$ cat src/rtl/gcti_pkg.sv
// ----------------------------------------------------------------------------
// gcti_pkg
// Shared types and constants for the grid cell triangle indexer.
// ----------------------------------------------------------------------------
package gcti_pkg;

   localparam int unsigned PTS_W   = 9;
   localparam int unsigned CELL_W  = 8;
   localparam int unsigned IDX_W   = 24;
   localparam int unsigned SLOT_W  = 4;
   localparam int unsigned PLANE_W = 2 * PTS_W;
   localparam int unsigned FACES   = 12;

   localparam logic [SLOT_W-1:0] LAST_SLOT = SLOT_W'(FACES - 1);

   typedef logic [1:0] csr_index_type;
   localparam csr_index_type REG_X_POINTS = 2'd0;
   localparam csr_index_type REG_Y_POINTS = 2'd1;
   localparam csr_index_type REG_Z_POINTS = 2'd2;

   typedef struct packed {
      logic [PTS_W-1:0]   x_points;
      logic [PTS_W-1:0]   y_points;
      logic [PTS_W-1:0]   z_points;
      logic [PLANE_W-1:0] plane;
   } geom_type;

   typedef struct packed {
      logic [IDX_W-1:0] base;
      logic             bad;
   } cell_type;

   // corner offset bits {dz, dy, dx}
   typedef logic [2:0] corner_type;
   localparam corner_type CORNER_A = 3'b000;
   localparam corner_type CORNER_B = 3'b001;
   localparam corner_type CORNER_C = 3'b101;
   localparam corner_type CORNER_D = 3'b100;
   localparam corner_type CORNER_F = 3'b010;
   localparam corner_type CORNER_G = 3'b011;
   localparam corner_type CORNER_H = 3'b111;
   localparam corner_type CORNER_M = 3'b110;

   typedef struct packed {
      corner_type va;
      corner_type vb;
      corner_type vc;
   } face_type;

   localparam face_type FACE_TABLE [FACES] = '{
      '{CORNER_A, CORNER_B, CORNER_D},
      '{CORNER_D, CORNER_B, CORNER_C},
      '{CORNER_A, CORNER_B, CORNER_F},
      '{CORNER_F, CORNER_B, CORNER_G},
      '{CORNER_A, CORNER_F, CORNER_D},
      '{CORNER_D, CORNER_M, CORNER_F},
      '{CORNER_F, CORNER_G, CORNER_M},
      '{CORNER_M, CORNER_G, CORNER_H},
      '{CORNER_D, CORNER_C, CORNER_H},
      '{CORNER_D, CORNER_M, CORNER_H},
      '{CORNER_B, CORNER_C, CORNER_G},
      '{CORNER_C, CORNER_G, CORNER_H}
   };

   function automatic logic [IDX_W-1:0] corner_index(
      input logic [IDX_W-1:0]   base,
      input logic [PTS_W-1:0]   row,
      input logic [PLANE_W-1:0] plane,
      input corner_type         c
   );
      logic [IDX_W-1:0] sum;
      sum = base + IDX_W'(c[0]);
      if (c[1]) begin
         sum = sum + IDX_W'(row);
      end
      if (c[2]) begin
         sum = sum + IDX_W'(plane);
      end
      return sum;
   endfunction

endpackage

$ cat src/rtl/gcti_csr.sv
// ----------------------------------------------------------------------------
// gcti_csr
// Grid size registers with write clamp, plus the registered plane stride.
// ----------------------------------------------------------------------------
module gcti_csr #(
   parameter int unsigned MAX_POINTS = 256
) (
   input  logic                         clock,
   input  logic                         reset,
   input  logic                         csr_valid,
   input  gcti_pkg::csr_index_type      csr_index,
   input  logic [gcti_pkg::PTS_W-1:0]   csr_data,
   output gcti_pkg::geom_type           geom
);
   import gcti_pkg::*;

   localparam int unsigned CLAMP = (MAX_POINTS > (2 ** PTS_W) - 1) ?
                                   (2 ** PTS_W) - 1 : MAX_POINTS;
   localparam logic [PTS_W-1:0] CLAMP_V = PTS_W'(CLAMP);
   localparam logic [PTS_W-1:0] RESET_PTS = PTS_W'(2);

   logic [PTS_W-1:0]   x_ff, y_ff, z_ff;
   logic [PTS_W-1:0]   x_in, y_in, z_in;
   logic [PLANE_W-1:0] plane_ff, plane_in;
   logic [PTS_W-1:0]   wr_value;

   always_comb begin
      wr_value = (csr_data > CLAMP_V) ? CLAMP_V : csr_data;
      x_in = x_ff;
      y_in = y_ff;
      z_in = z_ff;
      if (csr_valid) begin
         case (csr_index)
            REG_X_POINTS: x_in = wr_value;
            REG_Y_POINTS: y_in = wr_value;
            REG_Z_POINTS: z_in = wr_value;
            default: ;
         endcase
      end
      plane_in = PLANE_W'(x_ff) * PLANE_W'(y_ff);
   end

   always_ff @(posedge clock) begin
      if (reset) begin
         x_ff     <= RESET_PTS;
         y_ff     <= RESET_PTS;
         z_ff     <= RESET_PTS;
         plane_ff <= PLANE_W'(4);
      end else begin
         x_ff     <= x_in;
         y_ff     <= y_in;
         z_ff     <= z_in;
         plane_ff <= plane_in;
      end
   end

   assign geom.x_points = x_ff;
   assign geom.y_points = y_ff;
   assign geom.z_points = z_ff;
   assign geom.plane    = plane_ff;

endmodule

$ cat src/rtl/gcti_front.sv
// ----------------------------------------------------------------------------
// gcti_front
// Input register; forms the base vertex index and the range check.
// ----------------------------------------------------------------------------
module gcti_front (
   input  logic                          clock,
   input  logic                          reset,
   input  logic                          req_valid,
   output logic                          req_stall,
   input  logic [gcti_pkg::CELL_W-1:0]   req_cell_x,
   input  logic [gcti_pkg::CELL_W-1:0]   req_cell_y,
   input  logic [gcti_pkg::CELL_W-1:0]   req_cell_z,
   input  gcti_pkg::geom_type            geom,
   output logic                          cell_valid,
   input  logic                          cell_take,
   output gcti_pkg::cell_type            cell_info
);
   import gcti_pkg::*;

   logic              in_valid_ff, in_valid_in;
   logic [CELL_W-1:0] cx_ff, cy_ff, cz_ff;
   logic              load;
   logic [IDX_W-1:0]  row_part, plane_part;

   assign req_stall = in_valid_ff && !cell_take;
   assign load      = req_valid && !req_stall;

   always_comb begin
      in_valid_in = in_valid_ff;
      if (!in_valid_ff || cell_take) begin
         in_valid_in = req_valid;
      end
   end

   always_ff @(posedge clock) begin
      if (reset) begin
         in_valid_ff <= 1'b0;
      end else begin
         in_valid_ff <= in_valid_in;
      end
   end

   always_ff @(posedge clock) begin
      if (load) begin
         cx_ff <= req_cell_x;
         cy_ff <= req_cell_y;
         cz_ff <= req_cell_z;
      end
   end

   always_comb begin
      row_part       = IDX_W'(cy_ff) * IDX_W'(geom.x_points);
      plane_part     = IDX_W'(cz_ff) * IDX_W'(geom.plane);
      cell_info.base = IDX_W'(cx_ff) + row_part + plane_part;
      cell_info.bad  = !(({1'b0, cx_ff} + PTS_W'(1)) < geom.x_points &&
                         ({1'b0, cy_ff} + PTS_W'(1)) < geom.y_points &&
                         ({1'b0, cz_ff} + PTS_W'(1)) < geom.z_points);
   end

   assign cell_valid = in_valid_ff;

endmodule

$ cat src/rtl/gcti_emit.sv
// ----------------------------------------------------------------------------
// gcti_emit
// Holds one cell, walks its 12 faces (one result if bad) into the result reg.
// ----------------------------------------------------------------------------
module gcti_emit (
   input  logic                          clock,
   input  logic                          reset,
   input  logic                          cell_valid,
   output logic                          cell_take,
   input  gcti_pkg::cell_type            cell_info,
   input  gcti_pkg::geom_type            geom,
   output logic                          rsp_valid,
   input  logic                          rsp_stall,
   output logic [gcti_pkg::IDX_W-1:0]    rsp_vertex_a,
   output logic [gcti_pkg::IDX_W-1:0]    rsp_vertex_b,
   output logic [gcti_pkg::IDX_W-1:0]    rsp_vertex_c,
   output logic [gcti_pkg::SLOT_W-1:0]   rsp_face_slot,
   output logic                          rsp_bad_cell,
   output logic                          rsp_last
);
   import gcti_pkg::*;

   logic              busy_ff, busy_in;
   logic [IDX_W-1:0]  base_ff, base_in;
   logic              bad_ff, bad_in;
   logic [SLOT_W-1:0] slot_ff, slot_in;

   logic              rsp_valid_ff, rsp_valid_in;
   logic [IDX_W-1:0]  va_ff, vb_ff, vc_ff, va_in, vb_in, vc_in;
   logic [SLOT_W-1:0] fs_ff, fs_in;
   logic              bad_out_ff, bad_out_in;
   logic              last_ff, last_in;

   logic              out_free, advance, final_slot;
   face_type          face;

   assign out_free   = !rsp_valid_ff || !rsp_stall;
   assign advance    = busy_ff && out_free;
   assign final_slot = bad_ff || (slot_ff == LAST_SLOT);
   assign cell_take  = !busy_ff || (advance && final_slot);

   always_comb begin
      face = FACE_TABLE[0];
      if (slot_ff <= LAST_SLOT) begin
         face = FACE_TABLE[slot_ff];
      end
   end

   always_comb begin
      busy_in      = busy_ff;
      base_in      = base_ff;
      bad_in       = bad_ff;
      slot_in      = slot_ff;
      rsp_valid_in = rsp_valid_ff;
      va_in        = va_ff;
      vb_in        = vb_ff;
      vc_in        = vc_ff;
      fs_in        = fs_ff;
      bad_out_in   = bad_out_ff;
      last_in      = last_ff;
      if (advance) begin
         rsp_valid_in = 1'b1;
         bad_out_in   = bad_ff;
         last_in      = final_slot;
         slot_in      = slot_ff + SLOT_W'(1);
         if (bad_ff) begin
            va_in = '0;
            vb_in = '0;
            vc_in = '0;
            fs_in = '0;
         end else begin
            va_in = corner_index(base_ff, geom.x_points, geom.plane, face.va);
            vb_in = corner_index(base_ff, geom.x_points, geom.plane, face.vb);
            vc_in = corner_index(base_ff, geom.x_points, geom.plane, face.vc);
            fs_in = slot_ff;
         end
         if (final_slot) begin
            busy_in = 1'b0;
         end
      end else if (out_free) begin
         rsp_valid_in = 1'b0;
      end
      if (cell_take && cell_valid) begin
         busy_in = 1'b1;
         base_in = cell_info.base;
         bad_in  = cell_info.bad;
         slot_in = '0;
      end
   end

   always_ff @(posedge clock) begin
      if (reset) begin
         busy_ff      <= 1'b0;
         rsp_valid_ff <= 1'b0;
         slot_ff      <= '0;
      end else begin
         busy_ff      <= busy_in;
         rsp_valid_ff <= rsp_valid_in;
         slot_ff      <= slot_in;
      end
   end

   always_ff @(posedge clock) begin
      base_ff    <= base_in;
      bad_ff     <= bad_in;
      va_ff      <= va_in;
      vb_ff      <= vb_in;
      vc_ff      <= vc_in;
      fs_ff      <= fs_in;
      bad_out_ff <= bad_out_in;
      last_ff    <= last_in;
   end

   assign rsp_valid     = rsp_valid_ff;
   assign rsp_vertex_a  = va_ff;
   assign rsp_vertex_b  = vb_ff;
   assign rsp_vertex_c  = vc_ff;
   assign rsp_face_slot = fs_ff;
   assign rsp_bad_cell  = bad_out_ff;
   assign rsp_last      = last_ff;

endmodule

$ cat src/rtl/grid_cell_triangle_indexer.sv
// ----------------------------------------------------------------------------
// grid_cell_triangle_indexer
// Turns a grid cell coordinate into the twelve vertex-index triangles of
// that cell, or into one flagged error result for a cell outside the grid.
// ----------------------------------------------------------------------------
// A cell inside the grid produces twelve results, one per cycle while rsp is
// not stalled; a cell outside the grid produces one result. The single
// result register delivers one triangle a cycle while rsp is not stalled.
// A request passes through the input register, the cell registers and the
// result register before its first result appears. The input register
// takes the next cell while the current one is still being walked.
// A grid size write is usable by a cell accepted on the following cycle.
module grid_cell_triangle_indexer #(
   parameter int unsigned MAX_POINTS = 256
) (
   input  logic                          clock,
   input  logic                          reset,
   input  logic                          req_valid,
   output logic                          req_stall,
   input  logic [gcti_pkg::CELL_W-1:0]   req_cell_x,
   input  logic [gcti_pkg::CELL_W-1:0]   req_cell_y,
   input  logic [gcti_pkg::CELL_W-1:0]   req_cell_z,
   output logic                          rsp_valid,
   input  logic                          rsp_stall,
   output logic [gcti_pkg::IDX_W-1:0]    rsp_vertex_a,
   output logic [gcti_pkg::IDX_W-1:0]    rsp_vertex_b,
   output logic [gcti_pkg::IDX_W-1:0]    rsp_vertex_c,
   output logic [gcti_pkg::SLOT_W-1:0]   rsp_face_slot,
   output logic                          rsp_bad_cell,
   output logic                          rsp_last,
   input  logic                          csr_valid,
   output logic                          csr_ready,
   input  gcti_pkg::csr_index_type       csr_index,
   input  logic [gcti_pkg::PTS_W-1:0]    csr_data
);
   import gcti_pkg::*;

   geom_type geom;
   cell_type cell_info;
   logic     cell_valid;
   logic     cell_take;

   assign csr_ready = 1'b1;

   gcti_csr #(
      .MAX_POINTS (MAX_POINTS)
   ) u_csr (
      .clock     (clock),
      .reset     (reset),
      .csr_valid (csr_valid),
      .csr_index (csr_index),
      .csr_data  (csr_data),
      .geom      (geom)
   );

   gcti_front u_front (
      .clock      (clock),
      .reset      (reset),
      .req_valid  (req_valid),
      .req_stall  (req_stall),
      .req_cell_x (req_cell_x),
      .req_cell_y (req_cell_y),
      .req_cell_z (req_cell_z),
      .geom       (geom),
      .cell_valid (cell_valid),
      .cell_take  (cell_take),
      .cell_info  (cell_info)
   );

   gcti_emit u_emit (
      .clock         (clock),
      .reset         (reset),
      .cell_valid    (cell_valid),
      .cell_take     (cell_take),
      .cell_info     (cell_info),
      .geom          (geom),
      .rsp_valid     (rsp_valid),
      .rsp_stall     (rsp_stall),
      .rsp_vertex_a  (rsp_vertex_a),
      .rsp_vertex_b  (rsp_vertex_b),
      .rsp_vertex_c  (rsp_vertex_c),
      .rsp_face_slot (rsp_face_slot),
      .rsp_bad_cell  (rsp_bad_cell),
      .rsp_last      (rsp_last)
   );

`ifndef SYNTHESIS
   a_last_slot: assert property (@(posedge clock) disable iff (reset)
      rsp_valid && rsp_last && !rsp_bad_cell |-> rsp_face_slot == LAST_SLOT)
      else $error("last triangle not in final slot");

   a_bad_form: assert property (@(posedge clock) disable iff (reset)
      rsp_valid && rsp_bad_cell |-> rsp_last && rsp_face_slot == '0 &&
         rsp_vertex_a == '0 && rsp_vertex_b == '0 && rsp_vertex_c == '0)
      else $error("malformed error result");

   a_no_gap: assert property (@(posedge clock) disable iff (reset)
      rsp_valid && !rsp_stall && !rsp_last |=> rsp_valid)
      else $error("gap inside a cell's triangle burst");

   a_in_hold: assert property (@(posedge clock) disable iff (reset)
      req_stall |-> cell_valid)
      else $error("input stalled with empty input register");
`endif

endmodule
$ cat config.mk
export PLATFORM = sky130hd
export DESIGN_NAME = grid_cell_triangle_indexer
export DESIGN_NICKNAME = d
export VERILOG_FILES = /design/src/rtl/gcti_pkg.sv /design/src/rtl/gcti_csr.sv /design/src/rtl/gcti_front.sv /design/src/rtl/gcti_emit.sv /design/src/rtl/grid_cell_triangle_indexer.sv
export SDC_FILE = /design/constraint.sdc
export NUM_CORES = 1
export LEC_CHECK = 0
export ABC_AREA = 1
export ABC_CLOCK_PERIOD_IN_PS = 8700
export BUFFER_PORTS_ARGS = -buffer_cell sky130_fd_sc_hd__buf_2
export CORE_MARGIN = 10
export CORE_UTILIZATION = 40
export CTS_CLUSTER_DIAMETER = 80
export DETAILED_ROUTE_END_ITERATION = 7
export PLACE_DENSITY = 0.66
export REMOVE_ABC_BUFFERS = 1
export SYNTH_ARGS = -nofsm -noshare
export SYNTH_HDL_FRONTEND = slang
export SYNTH_SLANG_ARGS = --single-unit
$ cat constraint.sdc
create_clock -name clock -period 8.7 [get_ports clock]
set_input_delay 1.74 -clock clock [delete_from_list [all_inputs] [get_ports clock]]
set_output_delay 1.74 -clock clock [all_outputs]
set_load 0.05 [all_outputs]
# Yosys cells after proc, flatten, opt, wreduce, memory -nomap -nowiden
# Memories as Yosys holds them, arrays and structs flattened.
# Cells that the tools add are included.
# Widths: inputs -> output; s select.
dict set report totals {
  ff_bits 179
  romBits 144
  output_inout_bits 81
  word_cells 96
  mem_count 1
}
# memory words word_bits read_ports rd_clocked_by_memory_dff wr line
set memory_table {}
lappend memory_table {{(no name shown)} 16 9 1 0 0 gcti_emit.sv:45} ;# face = FACE_TABLE[slot_ff];
dict set report op_classes {
  addsub 15
  n_mul 3
  order_cmp 6
  n_eq_ne 3
  muxes 21
  bitwise_logic 1
  reduce_logical 27
}
# operator n
set op_table {}
lappend op_table {{$mux 24} 12}
lappend op_table {{$add 24x1->24} 3}
lappend op_table {{$add 24x18->24} 3}
lappend op_table {{$add 24x9->24} 3}
lappend op_table {{$mux 9} 4}
lappend op_table {{$add 8x1->9 const B} 3}
lappend op_table {{$lt 9x9->1} 3}
lappend op_table {{$add 24x24->24} 1}
lappend op_table {{$mul 8x18->24} 1}
lappend op_table {{$add 8x17->18} 1}
lappend op_table {{$mul 9x9->18} 1}
lappend op_table {{$mul 8x9->17} 1}
lappend op_table {{$gt 9x9->1 const B} 1}
lappend op_table {{$reduce_and 2->1} 4}
lappend op_table {{$logic_and 1x1->1} 7}
lappend op_table {{$logic_not 1->1} 7}
lappend op_table {{$reduce_bool 2->1} 3}
lappend op_table {{$ge 5x5->1 const B} 1}
lappend op_table {{$mux 1} 5}
lappend op_table {{$not 4->5} 1}
lappend op_table {{$add 4x1->4 const B} 1}
lappend op_table {{$eq 4x4->1 const B} 1}
lappend op_table {{$le 4x4->1 const B} 1}
lappend op_table {{$logic_or 1x1->1} 4}
lappend op_table {{other kinds (4)} 4}

# Depth between registers and ports, before layout
dict set report depth {
  ltp_word 12
  ltp_mapped 42
  ltp_nobuf 41
}

# Cells and area by module
# A second synthesis with hierarchy kept.
dict set report unflattened {
  hier_cells 3672
  hier_area_um2 26414.1
}
# module instances cells_per_inst area_each_um2 seq_area_each_um2
set by_module_without_submodules {}
lappend by_module_without_submodules {gcti_emit 1 1727 12104.1 3213.1}
lappend by_module_without_submodules {gcti_front 1 1349 9999.6 740.7}
lappend by_module_without_submodules {gcti_csr 1 594 4299.1 900.9}
lappend by_module_without_submodules {grid_cell_triangle_indexer 1 2 11.3 0.0}

# Worst setup path before layout
# No wires, ideal clock.
dict set report synth_path {
  kind {reg2reg}
  start {register u_csr.x_ff[5]}
  end {register u_emit.base_ff[20], data pin}
  setup_ps 265
  arrival_ps 7795
  required_time_ps 8435
  setup_slack_ps 640
  path_stages_with_launch 32
  period_less_slack_ps 8060
  path_cell_list {dfxtp_1 -> clkbuf_1 -> clkbuf_1 -> nand2_1 -> fa_1 -> fa_1 -> inv_1 -> fa_1 -> inv_1 -> fa_1 -> inv_1 -> ha_1 -> nand2_1 -> inv_1 -> a21boi_0 -> o21ai_0 -> a21boi_0 -> o21ai_0 -> a21o_1 -> a21oi_1 -> xor2_1 -> fa_1 -> fa_1 -> fa_1 -> fa_1 -> inv_1 -> ha_1 -> a21oi_1 -> o21ai_0 -> a21oi_1 -> o21ai_0 -> xor2_1}
}
# element line
set synth_lines {}
lappend synth_lines {{start: declaration} gcti_csr.sv:22} ;# logic [PTS_W-1:0] x_ff, y_ff, z_ff;
lappend synth_lines {{start signal: assignment} gcti_csr.sv:50} ;# x_ff <= x_in;
lappend synth_lines {{end signal: assignment} gcti_emit.sv:104} ;# base_ff <= base_in;
lappend synth_lines {{end: declaration} gcti_emit.sv:24} ;# logic [IDX_W-1:0] base_ff, base_in;

==> impl_metrics.py <==
metrics = {
    "yosys": {
        "muxShareOfSynthArea_pct": 0,
        "synth_fa_ha_area_share_pct": 29.6,
        "yosys.area.top_type_share_pct": 17.7,
        "yosysTopAreaCell": "fa_1",
        "synth_edf_count": 127,
        "synth-simple-area-share_pct": 23.5,
        "synthArstFlopShare_pct": 0,
        "synth_cell_types": 55,
        "synthCells": 3348,
        "synth-seq-cells": 179,
        "synth_area_leaders": "fa_1 (18%), edfxtp_1 (15%), nand2_1 (12%), ha_1 (12%), inv_1 (9.6%)",
        "netlist_area_mm2": 0.0248,
        "synth_top_family_by_area": "adder cells",
        "yosysWarnings": 0,
        "yosysSeqAreaShare_pct": 19.6,
        "ys.flop_type": "edfxtp_1",
        "synth-compound-area-share_pct": 10.4,
        "avgSynthCellArea_um2": 7.42,
        "synthXorXnorAreaFrac_pct": 5.32,
    },
    "die": {
        "die_area_mm2": 0.0724,
        "dieWidth_um": 269,
        "initial_core_util_pct": 40.3,
        "core_mm2": 0.0616,
        "die-height_um": 269,
        "rows": 91,
        "ios": 121,
    },
    "power": {
        "p_total_mw": 4.84,
        "powerDensity_mw_per_mm2": 179,
        "vdd_drop_max_v": 0.000276,
        "leakagePower_nw": 13.8,
    },
    "timing": {
        "fin_tns_setup_ns": 0,
        "fin_worst_hold_slack_ns": 0.468,
        "drv_slew": 0,
        "fin_crit_sh_pct": 93.0,
        "clock_skew_ns": 0.0264,
        "worst_pin_slew_ns": 1.10,
        "fin_crit_ns": 8.09,
        "rsz0062_at_grt": "false",
        "setup_viol_count_final": 0,
        "relSlewSlack_pct": 26.5,
        "worst_slack_ns": 0.612,
        "max_freq_mhz": 124,
        "hold_viol_final": 0,
    },
    "grt": {
        "grt_pass1_wl_mm": 112,
        "grt_remaining_overflow": 0,
        "grt_start_max_net_pins": 61,
        "grt.total_usage_pct": 19.4,
        "grt_pass1_vias": 20737,
        "antenna_found_initial": 0,
    },
    "cells_and_area": {
        "drive_above_1_share_pct": 9.55,
        "fin_nets": 3919,
        "synthToLayoutAreaGrowth_pct": 8.61,
        "antenna_cells": 0,
        "fin_util_pct": 43.8,
        "stdcell_count": 4273,
        "fin_area_mm2": 0.0270,
    },
    "worst_setup_path": {
        "cp-start-kind": "register",
        "cp_max_fo": 7,
        "worstSetupEndpointType": "register",
        "slowest_delay_ns": 0.54,
        "path_class": "register to register",
        "crit_required_ns": 8.95,
        "slowest_stage": "fa_1",
        "arrival_ns": 8.33,
        "crit_path_frequent_cell": "fa_1",
    },
    "clocking": {
        "cts_max_path_buffers": 2,
        "cts_tree": "built",
        "numClockSinks": 179,
        "path_clk_slew_ns": 0.08,
        "cts-buffers-inserted": 17,
        "clk_latency_ns": 0.51,
        "ctsRootBufferMaster": "clkbuf_16",
        "cts_hold_buf": 0,
        "cts_max_level": 4,
    },
    "placed_design": {
        "hpwl_mm": 57.0,
        "place_ws_ns": 0.155,
        "place_area_mm2": 0.0263,
        "dp.cells": 4231,
        "port_buffers": 119,
        "gp_congestion": 0.947,
    },
    "job": {
        "drv_cap": 0,
    },
    "routing": {
        "viasPerCell": 5.01,
        "drt_iter0_markers": 1720,
        "drc_errors": 0,
        "ant_nets": 0,
        "vias": 21400,
        "dr.pass1.iters": 5,
        "drt-total-wl_mm": 70.4,
        "wl_per_cell_um": 16.5,
    },
    "min_path": {
        "min_path_type": "register to register",
    },
    "status": {
        "outcome": "completed",
    },
}
[where the power goes]
| group | total, mW | internal, mW | switching (mW) |
|---|---|---|---|
| clock | 0.768 | 0.377 | 0.391 |
| sequential | 1.20 | 1.07 | 0.132 |
| combinational | 2.87 | 1.04 | 1.83 |
| total | 4.84 | 2.49 | 2.35 |
[final timing paths]
path	from	to	slack [ns]	depth (start not counted)
max	u_front.cy_ff[0]	u_emit.base_ff[20]	0.61	29
max reg2reg	u_front.cy_ff[0]	u_emit.base_ff[20]	0.61	29
min reg2reg	u_csr.z_ff[3]	u_csr.z_ff[3]	0.47	2
min	u_csr.z_ff[3]	u_csr.z_ff[3]	0.47	2
[metal layers]
metal | up-vias | global-route usage (%) | routed length, µm
met5 | - | 0 | 0
met3 | 123 | 3.90 | 4780
met2 | 630 | 31.8 | 32300
met1 | 9965 | 24.5 | 30400
li1 | 10682 | - | -
met4 | 0 | 8.49 | 2900
[cells in the mapped netlist (12+ instances only)]
cell type	count
xnor2_1	35
nand2_1	819
nand3_1	148
fa_1	219
edfxtp_1	127
a21o_1	13
dfxtp_1	52
nor2_4	19
a31oi_1	14
o21ai_0	148
inv_1	635
xor2_1	114
ha_1	237
inv_2	12
nor2_2	25
clkbuf_1	78
nor2_1	178
o21bai_1	18
nor3_1	18
or2_2	14
buf_1	13
a21oi_1	240
o211ai_1	12
nand2_2	32
nand4_1	41
[layout by cell type, fill, tap and decap left out, types with 35 or more instances in the layout]
cell type | synthesis | layout
inv_1 | 635 | 634
nand3_1 | 148 | 148
dfxtp_1 | 52 | 51
nand2_1 | 819 | 819
ha_1 | 237 | 237
buf_2 | 4 | 119
edfxtp_1 | 127 | 127
o21ai_0 | 148 | 148
nor2_1 | 178 | 177
fa_1 | 219 | 219
buf_4 | 3 | 46
a21oi_1 | 240 | 239
nand4_1 | 41 | 41
xor2_1 | 114 | 113
xnor2_1 | 35 | 35
[cells by family after synthesis]
| group | count (synthesis) |
|---|---|
| buffers and inverters | 759 |
| AND/OR/NAND/NOR | 1328 |
| XOR/XNOR | 150 |
| AO/OA/AOI/OAI | 475 |
| adder cells (fa/ha/maj) | 456 |
| flip-flops | 179 |
| other | 1 |
[what timing repair did]
item                       CTS  global route
buffers inserted             0            10
gates resized for setup      0             5
setup endpoints to repair    0             6
[layout make-up]
cell class,instances,area (µm²)
fill,6289,34600
multi-input combinational,2410,17100
sequential,179,4860
inverter,650,2440
tap,837,1050
timing repair buffer,165,941
clock buffer,17,425
clock inverter,15,146
[worst max-delay path: cells and delay by family (launching register included)]
kind,cells,cell delay [ns]
AOI/OAI and AO/OA,11,1.91
and+or+nand+nor,2,0.21
xor gates and xnor gates,2,0.38
buffers and inverters,4,0.19
DFF,1,0.48
adders and majority gates,10,4.68
[registers in the layout, summed over array words and instances (netlist names), 8 cells and up]
name,cells
u_front.cy_ff,8
u_csr.x_ff,9
u_csr.z_ff,9
u_front.cx_ff,8
u_emit.base_ff,24
u_emit.rsp_vertex_a,24
u_csr.plane_ff,18
u_csr.y_ff,9
u_front.cz_ff,8
u_emit.rsp_vertex_b,24
u_emit.rsp_vertex_c,24
Note: power is estimated with default switching activity, not from simulation.
